`config.mk`:
```
export PLATFORM = sky130hd
export DESIGN_NAME = gasp_cell
export DESIGN_NICKNAME = d
export VERILOG_FILES = /design/src/hdl/assert_macros.svh /design/src/hdl/gasp_pkg.sv /design/src/hdl/gasp_cell.sv
export SDC_FILE = /design/constraint.sdc
export NUM_CORES = 1
export LEC_CHECK = 0
export ABC_AREA = 1
export BUFFER_PORTS_ARGS = -buffer_cell sky130_fd_sc_hd__buf_2
export CORE_MARGIN = 2
export CORE_UTILIZATION = 55
export DETAILED_ROUTE_END_ITERATION = 8
export GPL_TIMING_DRIVEN = 0
export PLACE_DENSITY_LB_ADDON = 0.05
export SLEW_MARGIN = 20
export SYNTH_ARGS = -nofsm -noshare
export SYNTH_HDL_FRONTEND = slang
export SYNTH_SLANG_ARGS = --single-unit
```
`constraint.sdc`:
```
create_clock -name aclk -period 13.3 [get_ports aclk]
set_input_delay 0.665 -clock aclk [delete_from_list [all_inputs] [get_ports aclk]]
set_output_delay 0.665 -clock aclk [all_outputs]
set_load 0.005 [all_outputs]
```
`src/hdl/assert_macros.svh`:
```
// ----------------------------------------------------------------------------
// Assertion macros
// Shared concurrent assertion wrappers for the path search RTL.
// ----------------------------------------------------------------------------
`ifndef ASSERT_MACROS_SVH
`define ASSERT_MACROS_SVH
`ifndef NO_ASSERTIONS
`define ASSERT_IMPL(label, clk, rstn, prop, msg) \
    label: assert property (@(posedge clk) disable iff (!rstn) (prop)) else $error(msg);
`define ASSERT_NEVER(label, clk, rstn, cond, msg) \
    label: assert property (@(posedge clk) disable iff (!rstn) !(cond)) else $error(msg);
`else
`define ASSERT_IMPL(label, clk, rstn, prop, msg)
`define ASSERT_NEVER(label, clk, rstn, cond, msg)
`endif
`endif

```
`src/hdl/gasp_pkg.sv`:
```
// ----------------------------------------------------------------------------
// gasp_pkg
// Types and constants shared by the grid path search cells and top level.
// ----------------------------------------------------------------------------
package gasp_pkg;
    localparam int COST_W = 40;
    localparam int REG_W  = 34;
    localparam int NREGS  = 8;
    localparam logic [COST_W-1:0] COST_MAX = {COST_W{1'b1}};
    localparam logic [2:0] REG_IDX_MAX = 3'd7;

    typedef enum logic {FUNC_WRITE = 1'b0, FUNC_SEARCH = 1'b1} func_t;

    // Per-cell data handed down the chain during a minimum scan.
    typedef struct packed {
        logic              found;
        logic [COST_W:0]   f;
        logic [5:0]        idx;
    } scan_t;

    // Broadcast control from the sequencer to every cell.
    typedef struct packed {
        logic              clear;     // start of search: clear marks
        logic              seed;      // mark start cell open with g = 0
        logic [5:0]        seed_idx;  // also the cell of a terrain write
        logic              terr_we;   // write terrain class of seed_idx
        logic [1:0]        terr_cls;
        logic              close;     // close the selected cell
        logic [5:0]        close_idx;
        logic              relax;     // relax one neighbour
        logic [5:0]        relax_idx;
        logic [COST_W-1:0] relax_g;
        logic [2:0]        relax_dir;
        logic              scan_load; // latch f into scan chain
        logic [2:0]        gx;
        logic [2:0]        gy;
    } cell_ctl_t;

    function automatic logic signed [4:0] step_dx(input logic [2:0] d);
        unique case (d)
            3'd0, 3'd4, 3'd6: step_dx = -5'sd1;
            3'd1, 3'd5, 3'd7: step_dx = 5'sd1;
            default:          step_dx = 5'sd0;
        endcase
    endfunction

    function automatic logic signed [4:0] step_dy(input logic [2:0] d);
        unique case (d)
            3'd2, 3'd4, 3'd7: step_dy = -5'sd1;
            3'd3, 3'd5, 3'd6: step_dy = 5'sd1;
            default:          step_dy = 5'sd0;
        endcase
    endfunction
endpackage

```
`src/hdl/gasp_cell.sv`:
```
// ----------------------------------------------------------------------------
// gasp_cell
// One grid cell: holds terrain class, g, parent, open/closed marks and runs one
// stage of the minimum-f scan shift chain.
// ----------------------------------------------------------------------------
module gasp_cell import gasp_pkg::*; #(
    parameter logic [5:0] IDX = 6'd0,
    parameter logic [2:0] CX  = 3'd0,
    parameter logic [2:0] CY  = 3'd0
) (
    input  logic              aclk,
    input  logic              aresetn,
    input  cell_ctl_t         ctl,
    input  scan_t             scan_in,
    output scan_t             scan_out,
    output logic [COST_W-1:0] g_out,
    output logic [2:0]        dir_out,
    output logic [1:0]        terr_out,
    output logic              open_out,
    output logic              closed_out
);
    logic [COST_W-1:0] g_reg, g_next;
    logic [2:0]        dir_reg, dir_next;
    logic [1:0]        terr_reg, terr_next;
    logic              open_reg, open_next, closed_reg, closed_next;
    scan_t             hold_reg, hold_next;
    logic [3:0]        ax, ay;
    logic [7:0]        h_here;
    logic [COST_W:0]   f_here;
    logic              take;

    always_comb begin
        ax = (CX > ctl.gx) ? {1'b0, CX - ctl.gx} : {1'b0, ctl.gx - CX};
        ay = (CY > ctl.gy) ? {1'b0, CY - ctl.gy} : {1'b0, ctl.gy - CY};
        h_here = ({4'b0, ax} + {4'b0, ay}) * 8'd10;
        f_here = {1'b0, g_reg} + {{(COST_W-7){1'b0}}, h_here};
    end

    // Shift stage: take own candidate only when strictly better, so ties keep
    // the lower cell index coming down the chain.
    always_comb begin
        take = open_reg && (!scan_in.found || f_here < scan_in.f);
        hold_next = hold_reg;
        if (ctl.scan_load) begin
            hold_next.found = take || scan_in.found;
            hold_next.f     = take ? f_here : scan_in.f;
            hold_next.idx   = take ? IDX : scan_in.idx;
        end
    end

    always_comb begin
        g_next = g_reg; dir_next = dir_reg; terr_next = terr_reg;
        open_next = open_reg; closed_next = closed_reg;
        if (ctl.terr_we && ctl.seed_idx == IDX) begin
            terr_next = ctl.terr_cls;
        end
        if (ctl.clear) begin
            open_next = 1'b0; closed_next = 1'b0;
        end
        if (ctl.seed && ctl.seed_idx == IDX) begin
            open_next = 1'b1; g_next = '0;
        end
        if (ctl.close && ctl.close_idx == IDX) begin
            open_next = 1'b0; closed_next = 1'b1;
        end
        if (ctl.relax && ctl.relax_idx == IDX && !closed_reg &&
            (!open_reg || ctl.relax_g < g_reg)) begin
            g_next = ctl.relax_g; dir_next = ctl.relax_dir; open_next = 1'b1;
        end
    end

    always_ff @(posedge aclk) begin
        g_reg    <= g_next;
        dir_reg  <= dir_next;
        hold_reg <= hold_next;
        if (!aresetn) begin
            open_reg <= 1'b0; closed_reg <= 1'b0; terr_reg <= 2'd0;
        end else begin
            open_reg <= open_next; closed_reg <= closed_next; terr_reg <= terr_next;
        end
    end

    assign scan_out   = hold_reg;
    assign g_out      = g_reg;
    assign dir_out    = dir_reg;
    assign terr_out   = terr_reg;
    assign open_out   = open_reg;
    assign closed_out = closed_reg;
endmodule

```
==> results.json, run 1 <==
{
  "share_of_synthesized_cell_area_in_full_adder_half_adder_and_majority_cells_pct": 15.9,
  "post_detailed_route_count_of_antenna_violating_nets": 0,
  "clk-insertion-delay-late_ns": 0.35,
  "final_critical_path_setup_slack_ns": 6.74,
  "final.min_clock_period_ns": 6.56,
  "cts_max_level": 3,
  "cts_buffer_depth": 2,
  "min_path_cells": 2,
  "drt-pass1-iter-count": 7,
  "grt_pass1_vias": 7017,
  "maxCapViolCount": 0,
  "floorplan.core_area_um2": 14400,
  "die_area_um2": 15600,
  "layout_common_cells": "288 x sky130_fd_sc_hd__nand2_1, 226 x sky130_fd_sc_hd__buf_2, 193 x sky130_fd_sc_hd__inv_1",
  "hp-class": "reg2reg",
  "ir_drop_v": 0.0000827,
  "place_ws_ns": 6.39,
  "worst-endpoint-arrival_ns": 6.66,
  "tritoncts_num_sinks": 95,
  "leakagePower_nw": 5.67,
  "tritoncts": "yes",
  "number_of_placement_rows": 44,
  "syn2layout_area_growth_pct": 20.8,
  "postCtsHoldBufs": 0,
  "synthSimpleGateAreaFrac_pct": 29.4,
  "maximum_number_of_pins_on_one_net_before_global_route_repair": 49,
  "final_core_density_pct": 67.3,
  "fraction_of_the_mapped_netlist_area_in_compound_gates_pct": 4.91,
  "worst-r2r-cell-count": 24,
  "final.hold.worst_slack_ns": 0.480,
  "required_ns": 13.40,
  "grt_pass1_wl_um": 33800,
  "grt_overflow": 0,
  "synthesized_area_per_cell_um2": 7.60,
  "synthArstFlopShare_pct": 0,
  "finClkSkew_ns": 0.00866,
  "portBuffers": 219,
  "routabilityCongestion": 0.929,
  "syn-instance-count": 1056,
  "num-nets-final": 1513,
  "wire_per_inst_um": 14.0,
  "rsz0062_at_grt": "no",
  "pin_count": 220,
  "total_of_flip_flops_plus_latches_after_synthesis": 95,
  "final-setup-viol-count": 0,
  "outcome": "finished clean",
  "placedCellCount": 1460,
  "pwr_density_cell_nw_per_um2": 125,
  "synth.distinct_cells": 44,
  "die_y_um": 125,
  "crit_path_start_kind": "input port",
  "path_class": "in2reg",
  "crit_path_frequent_cell": "sky130_fd_sc_hd__nand2_1",
  "grt_antenna_before_repair": 0,
  "crit_path_top_delay_cell": "sky130_fd_sc_hd__or4_1",
  "synth_ff_type": "sky130_fd_sc_hd__edfxtp_1",
  "route.final.wire_length_um": 20600,
  "synth-seq-area-share_pct": 35.0,
  "synth_enable_flop_cells": 91,
  "synth_top_family_by_area": "simple AND/OR/NAND/NOR gates",
  "cts_resized": 0,
  "drcViolationCount": 0,
  "setup_tns_ns": 0,
  "timing_worst_slew_pin_value_ns": 1.05,
  "layout.cells.non_filler": 1476,
  "maxSlewHeadroom_pct": 29.8,
  "timing.final.hold_violations": 0,
  "first_iter_violations": 515,
  "cts_setup_buffers": 0,
  "syn_area_um2": 8030,
  "num_antenna_cells": 0,
  "initial_core_utilization_pct": 55.7,
  "max_freq_mhz": 152,
  "critical_path_peak_fanout": 10,
  "dr_total_vias": 7476,
  "ctsRootBufferMaster": "sky130_fd_sc_hd__clkbuf_16",
  "die_w_um": 125,
  "yosys_warnings": 0,
  "min_period_over_period_pct": 49.3,
  "layout_commonest_cell": "sky130_fd_sc_hd__nand2_1",
  "timing.critical_path.slowest_cell_delay_ns": 0.44,
  "synth_nets": 1282,
  "cts_made_buffers": 9,
  "place.detailed.hpwl_um": 17100,
  "vias_per_cell": 5.07,
  "finalMaxSlewViolations": 0,
  "layout-drive-gt1-share_pct": 22.4,
  "synth-xor-area-share_pct": 3.43,
  "cts.reportedPaths.clkPinSlew_ns": 0.07,
  "total_global_route_track_usage_pct": 26.9,
  "critPathCaptureType": "flop",
  "synth.area.mux_share_pct": 0
}
-- worst max-delay path: cells and delay by family --
family | cells | cell delay, ns
compound gates | 4 | 1.04
xor+xnor | 1 | 0.14
fa+ha+maj | 8 | 2.05
buf+inv | 8 | 0.74
simple gates | 18 | 2.02
-- report_power, final --
group	internal [mW]	switching, mW	total, mW
Clock	0.164	0.111	0.275
Sequential	0.338	0.00395	0.342
Combinational	0.222	0.371	0.594
Total	0.725	0.486	1.21
-- Yosys cell counts (all sizes together) (12+ instances only) --
cell / n / area, um2
xor2: 23 / 231
nor3: 16 / 106
edfxtp: 91 / 2730
ha: 99 / 1240
nand4: 15 / 93.8
buf: 19 / 151
nor2: 118 / 468
a21oi: 37 / 185
nand3: 78 / 405
nand2: 299 / 1150
o21ai: 12 / 75.1
inv: 198 / 743
-- registers in the layout, summed over array words and instances (netlist names) --
name        count
g_out          40
scan_out       48
dir_out         3
terr_out        2
open_out        1
closed_out      1
-- final cells by class --
type	count	area, um2
Clock buffer	10	229
Buffer	21	159
Inverter	199	748
Tap cell	184	230
Multi-Input combinational cell	741	4310
Timing Repair Buffer	220	1120
Fill cell	1308	4720
Sequential cell	95	2810
Clock inverter	6	86.3
-- kinds of logic after synthesis --
| kind of cell | Yosys count |
|---|---|
| buf+inv | 220 |
| flops | 95 |
| xor+xnor | 28 |
| compound gates | 67 |
| fa+ha+maj | 101 |
| simple gates | 545 |
-- final timing paths --
kind	from	to	slack [ns]
worst min register to register	terr_out[1]	terr_out[1]	0.48
worst min-delay path	terr_out[1]	terr_out[1]	0.48
worst max register to register	g_out[1]	scan_out[18]	9.32
worst max-delay path	ctl[3]	scan_out[18]	6.74
-- metal layers --
layer / track usage (%) / share of wire (%) / vias up
met1: 37.8 / 45 / 3328
li1: - / - / 3840
met2: 43.4 / 45 / 283
met5: 0 / 0 / -
met3: 3.78 / 7.9 / 25
met4: 8.30 / 2.0 / 0
-- metrics by stage --
stage                     area, um2  total power, mW
after CTS                      9700             1.21
after global routing           9700             1.31
final                          9700             1.21
after floorplan                8030            0.777
after global placement         9360            0.922
after detailed placement       9390            0.933
(Power assumes the default switching activity.)
==> inputs of run 2 (changes only) <==
- CORE_UTILIZATION: 55 -> 49
- clock period: 13.3 -> 5.4 ns (I/O delays scaled with it)
==> run 2 against run 1 <==
The run now ends with negative setup slack left. Register-to-register slack lost 7.9 ns. Combinational power grew to 3.4 times the previous value. Worst setup slack lost 6.8 ns. Cell count grew 4.4%. Total power grew to 2.9 times the previous value. Worst hold slack lost 0.40 ns. Count of clock-buffer cells in the layout shrank 1.
==> results.json, run 2 (same netlist as run 1, synthesis figures left out) <==
{
  "outcome": "finished with violations",
  "failing_checks": "negative setup slack",
  "wl_met1_um": 10300,
  "nFillCells": 1367,
  "syn2layout_area_growth_pct": 35.2,
  "timing_worst_slew_pin_value_ns": 1.04,
  "cts_made_buffers": 9,
  "layout-drive-gt1-share_pct": 33.7,
  "first_iter_violations": 508,
  "tritoncts_num_sinks": 95,
  "cts_max_level": 3,
  "die_area_um2": 17400,
  "post_detailed_route_count_of_antenna_violating_nets": 0,
  "pwr_density_cell_nw_per_um2": 321,
  "required_ns": 5.51,
  "min_path_cells": 1,
  "critPathCaptureType": "flop",
  "maxSlewHeadroom_pct": 30.4,
  "tritoncts": "yes",
  "power_after_layout_mw": 3.49,
  "wl_met3_um": 1780,
  "grt_antenna_before_repair": 0,
  "min_period_over_period_pct": 101,
  "timing.critical_path.slowest_cell_delay_ns": 0.48,
  "die_w_um": 132,
  "pin_count": 220,
  "max_freq_mhz": 184,
  "hp-class": "in2reg",
  "largest_register_ff_count": 48,
  "crit_path_start_kind": "input port",
  "postCtsHoldBufs": 0,
  "layout_common_cells": "256 x sky130_fd_sc_hd__nand2_1, 225 x sky130_fd_sc_hd__buf_2, 184 x sky130_fd_sc_hd__inv_1",
  "final.min_clock_period_ns": 5.44,
  "vias_per_cell": 5.08,
  "total_global_route_track_usage_pct": 26.1,
  "hold_path_origin": "ctl[9]",
  "place_ws_ns": -0.831,
  "setup_crit_start": "ctl[3]",
  "portBuffers": 219,
  "path_class": "in2reg",
  "crit_family": "simple AND/OR/NAND/NOR gates",
  "cts.reportedPaths.clkPinSlew_ns": 0.07,
  "setup.reg_to_reg.worst_slack_ns": 1.38,
  "cts_buffer_depth": 2,
  "setup_tns_ns": -0.269,
  "timing.final.hold_violations": 0,
  "endpoint_of_the_most_critical_register_to_register_path": "scan_out[16]",
  "finalMaxSlewViolations": 0,
  "worst-endpoint-arrival_ns": 5.54,
  "layout.cells.non_filler": 1541,
  "initial_core_utilization_pct": 50.4,
  "maximum_number_of_pins_on_one_net_before_global_route_repair": 49,
  "rsz0062_at_grt": "yes",
  "die_y_um": 132,
  "floorplan.core_area_um2": 15900,
  "maxCapViolCount": 0,
  "leakagePower_nw": 5.95,
  "placedCellCount": 1492,
  "route.final.wire_length_um": 23800,
  "ctsRootBufferMaster": "sky130_fd_sc_hd__clkbuf_16",
  "worst-r2r-cell-count": 26,
  "cp_num_buf_inv": 9,
  "grt_pass1_wl_um": 36200,
  "dr_total_vias": 7823,
  "drcViolationCount": 0,
  "place.detailed.hpwl_um": 17900,
  "wl_met2_um": 11300,
  "stdcell_area_um2": 10900,
  "ir_drop_v": 0.000183,
  "number_of_placement_rows": 46,
  "num-nets-final": 1547,
  "critical_path_peak_fanout": 6,
  "grt_pass1_vias": 7281,
  "final_critical_path_setup_slack_ns": -0.0373,
  "holdPathEnd": "dir_out[2]",
  "routabilityCongestion": 0.948,
  "drt-pass1-iter-count": 5,
  "num_antenna_cells": 0,
  "crit_path_top_delay_cell": "sky130_fd_sc_hd__or4_4",
  "top_layer": "met4",
  "finClkSkew_ns": 0.0105,
  "wire_per_inst_um": 15.4,
  "grt_overflow": 0,
  "clk-insertion-delay-late_ns": 0.36,
  "layout_commonest_cell": "sky130_fd_sc_hd__nand2_1",
  "r2r-start": "g_out[1]",
  "final-setup-viol-count": 23,
  "postPlaceCellArea_um2": 9440
}
[run 2: changes by cell type in the layout (fill, tap and decap cells not counted), moves of 14 or more]
| cell | previous run | this run |
|---|---|---|
| sky130_fd_sc_hd__ha_1 | 99 | 83 |
| sky130_fd_sc_hd__ha_4 | 0 | 14 |
| sky130_fd_sc_hd__nand3_1 | 75 | 50 |
| sky130_fd_sc_hd__nand2_1 | 288 | 256 |
| sky130_fd_sc_hd__buf_4 | 1 | 25 |
| sky130_fd_sc_hd__nand2_2 | 10 | 32 |
| sky130_fd_sc_hd__nand3_2 | 3 | 25 |
[run 2: worst max path at each step]
stage / to / cells after the start
3_3_place_gp: scan_out[18] / 37
4_1_cts: scan_out[16] / 40
3_5_place_dp: scan_out[18] / 40
5_1_grt: scan_out[45] / 38
2_1_floorplan: scan_out[45] / 39
6_report: scan_out[16] / 41
[run 2: power breakdown]
group,switching (mW),internal [mW]
clock network,0.278,0.355
logic,1.18,0.826
registers,0.00949,0.832
total,1.47,2.01
[run 2: final cells by class]
cell class	count	area, um2	area share, %
well taps	216	270	2.49
plain buffers	21	183	1.68
multi-input cells	742	5090	46.9
repair buffers	253	1460	13.4
clock buffers	9	225	2.07
clock inverters	6	62.6	0.576
inverters	199	753	6.94
flip-flops and latches	95	2810	25.9
[run 2: layer usage]
layer / global-route usage, % / vias to the layer above
met5: 0 / -
met4: 6.40 / 0
met3: 4.08 / 33
met2: 43.3 / 334
met1: 35.8 / 3546
li1: - / 3910
[run 2: repair_timing]
action	in CTS	in global routing
hold endpoints to repair	0	0
setup buffers	14	12
setup endpoints to repair	47	47
pin swaps	40	52
gates cloned	4	4
gates resized for setup	67	115
[run 2: per-stage QoR]
stage                     hold WS, ns  util [%]
after floorplan                 0.369         -
after global placement          0.447      59.1
after detailed placement        0.449      59.2
after CTS                      0.0776      63.9
after global routing           0.0734      68.1
final                          0.0838      68.1
==> inputs of run 3 (changes only) <==
- CAP_MARGIN: unset -> 40
- CORE_UTILIZATION: 49 -> 55
- SLEW_MARGIN: 20 -> unset
- clock period: 5.4 -> 6.54 ns (I/O delays scaled with it)
==> run 3 against run 2 <==
The flow now finishes without violations. Critical path type unchanged. Highest routed layer unchanged. Worst setup slack improved by 0.55 ns. Global-route usage rose by 0.82 points. Worst hold slack improved by 0.057 ns. Critical endpoint is now scan_out[23]. First-iteration DRC count rose by 32%. Total power fell by 30%. Critical path depth fell by 1. Wire length fell by 13%. Die area fell by 11%. Clock power fell by 16%.
==> results.json, run 3 (same netlist as run 1, synthesis figures left out) <==
{
  "critical_path_peak_fanout": 10,
  "grt_antenna_before_repair": 0,
  "postPlaceCellArea_um2": 9410,
  "post_detailed_route_count_of_antenna_violating_nets": 0,
  "sequentialPowerShare_pct": 28.5,
  "vias_per_cell": 5.10,
  "place.detailed.hpwl_um": 17200,
  "final-setup-viol-count": 0,
  "outcome": "finished clean",
  "first_iter_violations": 670,
  "dr_total_vias": 7528,
  "die_w_um": 125,
  "hp-class": "in2reg",
  "cts_max_level": 3,
  "die_area_um2": 15600,
  "pwr_density_cell_nw_per_um2": 251,
  "cts_buffer_depth": 2,
  "cts_made_buffers": 9,
  "drcViolationCount": 0,
  "final.hold.worst_slack_ns": 0.141,
  "grt_overflow": 0,
  "maximum_number_of_pins_on_one_net_before_global_route_repair": 35,
  "nFillCells": 1327,
  "multi_input_gate_area_in_the_final_layout_um2": 4320,
  "worst-endpoint-arrival_ns": 6.13,
  "crit_path_start_kind": "input port",
  "number_of_placement_rows": 44,
  "psw_mw": 1.00,
  "timing.final.hold_violations": 0,
  "cts.reportedPaths.clkPinSlew_ns": 0.07,
  "portBuffers": 219,
  "route.final.wire_length_um": 20700,
  "grt_pass1_vias": 7033,
  "leakagePower_nw": 5.67,
  "initial_core_utilization_pct": 55.7,
  "syn2layout_area_growth_pct": 21.0,
  "crit_path_frequent_cell": "sky130_fd_sc_hd__nand2_1",
  "grt_pass1_wl_um": 33700,
  "layout_common_cells": "288 x sky130_fd_sc_hd__nand2_1, 226 x sky130_fd_sc_hd__buf_2, 193 x sky130_fd_sc_hd__inv_1",
  "cts_setup_buffers": 0,
  "max_freq_mhz": 166,
  "die_y_um": 125,
  "ir_drop_v": 0.000129,
  "timing.critical_path.slowest_cell_delay_ns": 0.46,
  "register_area_um2": 2810,
  "total_global_route_track_usage_pct": 26.9,
  "required_ns": 6.64,
  "layout-drive-gt1-share_pct": 22.7,
  "postCtsHoldBufs": 0,
  "timing_worst_slew_pin_value_ns": 0.569,
  "crit_path_top_delay_cell": "sky130_fd_sc_hd__or4_1",
  "num-nets-final": 1514,
  "power.combinational.fraction_pct": 49.7,
  "drt-pass1-iter-count": 5,
  "wire_per_inst_um": 14.0,
  "path_class": "in2reg",
  "maxSlewHeadroom_pct": 62.1,
  "finalMaxSlewViolations": 0,
  "ctsRootBufferMaster": "sky130_fd_sc_hd__clkbuf_16",
  "pin_count": 220,
  "finClkSkew_ns": 0.0135,
  "cts_resized": 0,
  "power.switching_fraction_pct": 41.0,
  "floorplan.core_area_um2": 14400,
  "maxCapViolCount": 0,
  "routabilityCongestion": 0.929,
  "largest_register_ff_count": 48,
  "final.min_clock_period_ns": 6.03,
  "min_period_over_period_pct": 92.1,
  "layout_commonest_cell": "sky130_fd_sc_hd__nand2_1",
  "rsz0062_at_grt": "no",
  "stdcell_area_um2": 9720,
  "critPathCaptureType": "flop",
  "num_antenna_cells": 0,
  "tritoncts": "yes",
  "p_int_mw": 1.44,
  "tritoncts_num_sinks": 95,
  "power.clock.fraction_pct": 21.8,
  "clk-insertion-delay-late_ns": 0.36
}
-- run 3: final timing paths --
check                                 start           end  slack, ns  cells after the start
worst max register to register     g_out[1]  scan_out[23]       2.59                     24
worst min register to register  terr_out[1]   terr_out[1]       0.48                      2
worst min-delay path                 ctl[9]    dir_out[2]       0.14                      1
worst max-delay path                 ctl[3]  scan_out[23]       0.51                     40
-- run 3: metal layers --
metal	vias up	wire length [um]	track usage, %
met4	0	335	7.25
met5	-	0	0
met3	24	1600	4.21
met2	311	9260	43.6
li1	3848	-	-
met1	3345	9490	37.7
-- run 3: cell type report --
cell class                 instances  share of cell area [%]
multi-input combinational        741                    44.5
sequential                        95                    28.9
inverter                         199                    7.70
clock inverter                     6                   0.721
clock buffer                      10                    2.36
buffer                            21                    1.64
timing repair buffer             221                    11.8
tap                              184                    2.37
-- run 3: power by group through the flow --
stage	Sequential [mW]	Combinational, mW	Clock, mW
after floorplan	0.711	0.870	0
after global placement	0.708	1.17	0
after detailed placement	0.709	1.19	0
after CTS	0.695	1.20	0.539
after global routing	0.697	1.38	0.566
final	0.695	1.21	0.533
-- run 3: stage by stage --
step                      setup WS (ns)  utilization [%]  instances  power, mW   TNS [ns]
after floorplan                   0.908                -       1056       1.58          0
after global placement            0.110             64.9       1459       1.87          0
after detailed placement      -0.000357             65.2       1461       1.90  -0.000357
after CTS                         0.349             67.3       1477       2.44          0
after global routing            0.00106             67.4       1477       2.65          0
final                             0.514             67.4       1477       2.44          0
-- run 3: critical path, delay by kind of cell --
| family | cells | cell delay [ns] |
|---|---|---|
| adder cells (fa/ha/maj) | 8 | 2.03 |
| XOR/XNOR | 1 | 0.13 |
| buffers and inverters | 7 | 0.64 |
| AO/OA/AOI/OAI | 2 | 0.41 |
| AND/OR/NAND/NOR | 22 | 2.59 |
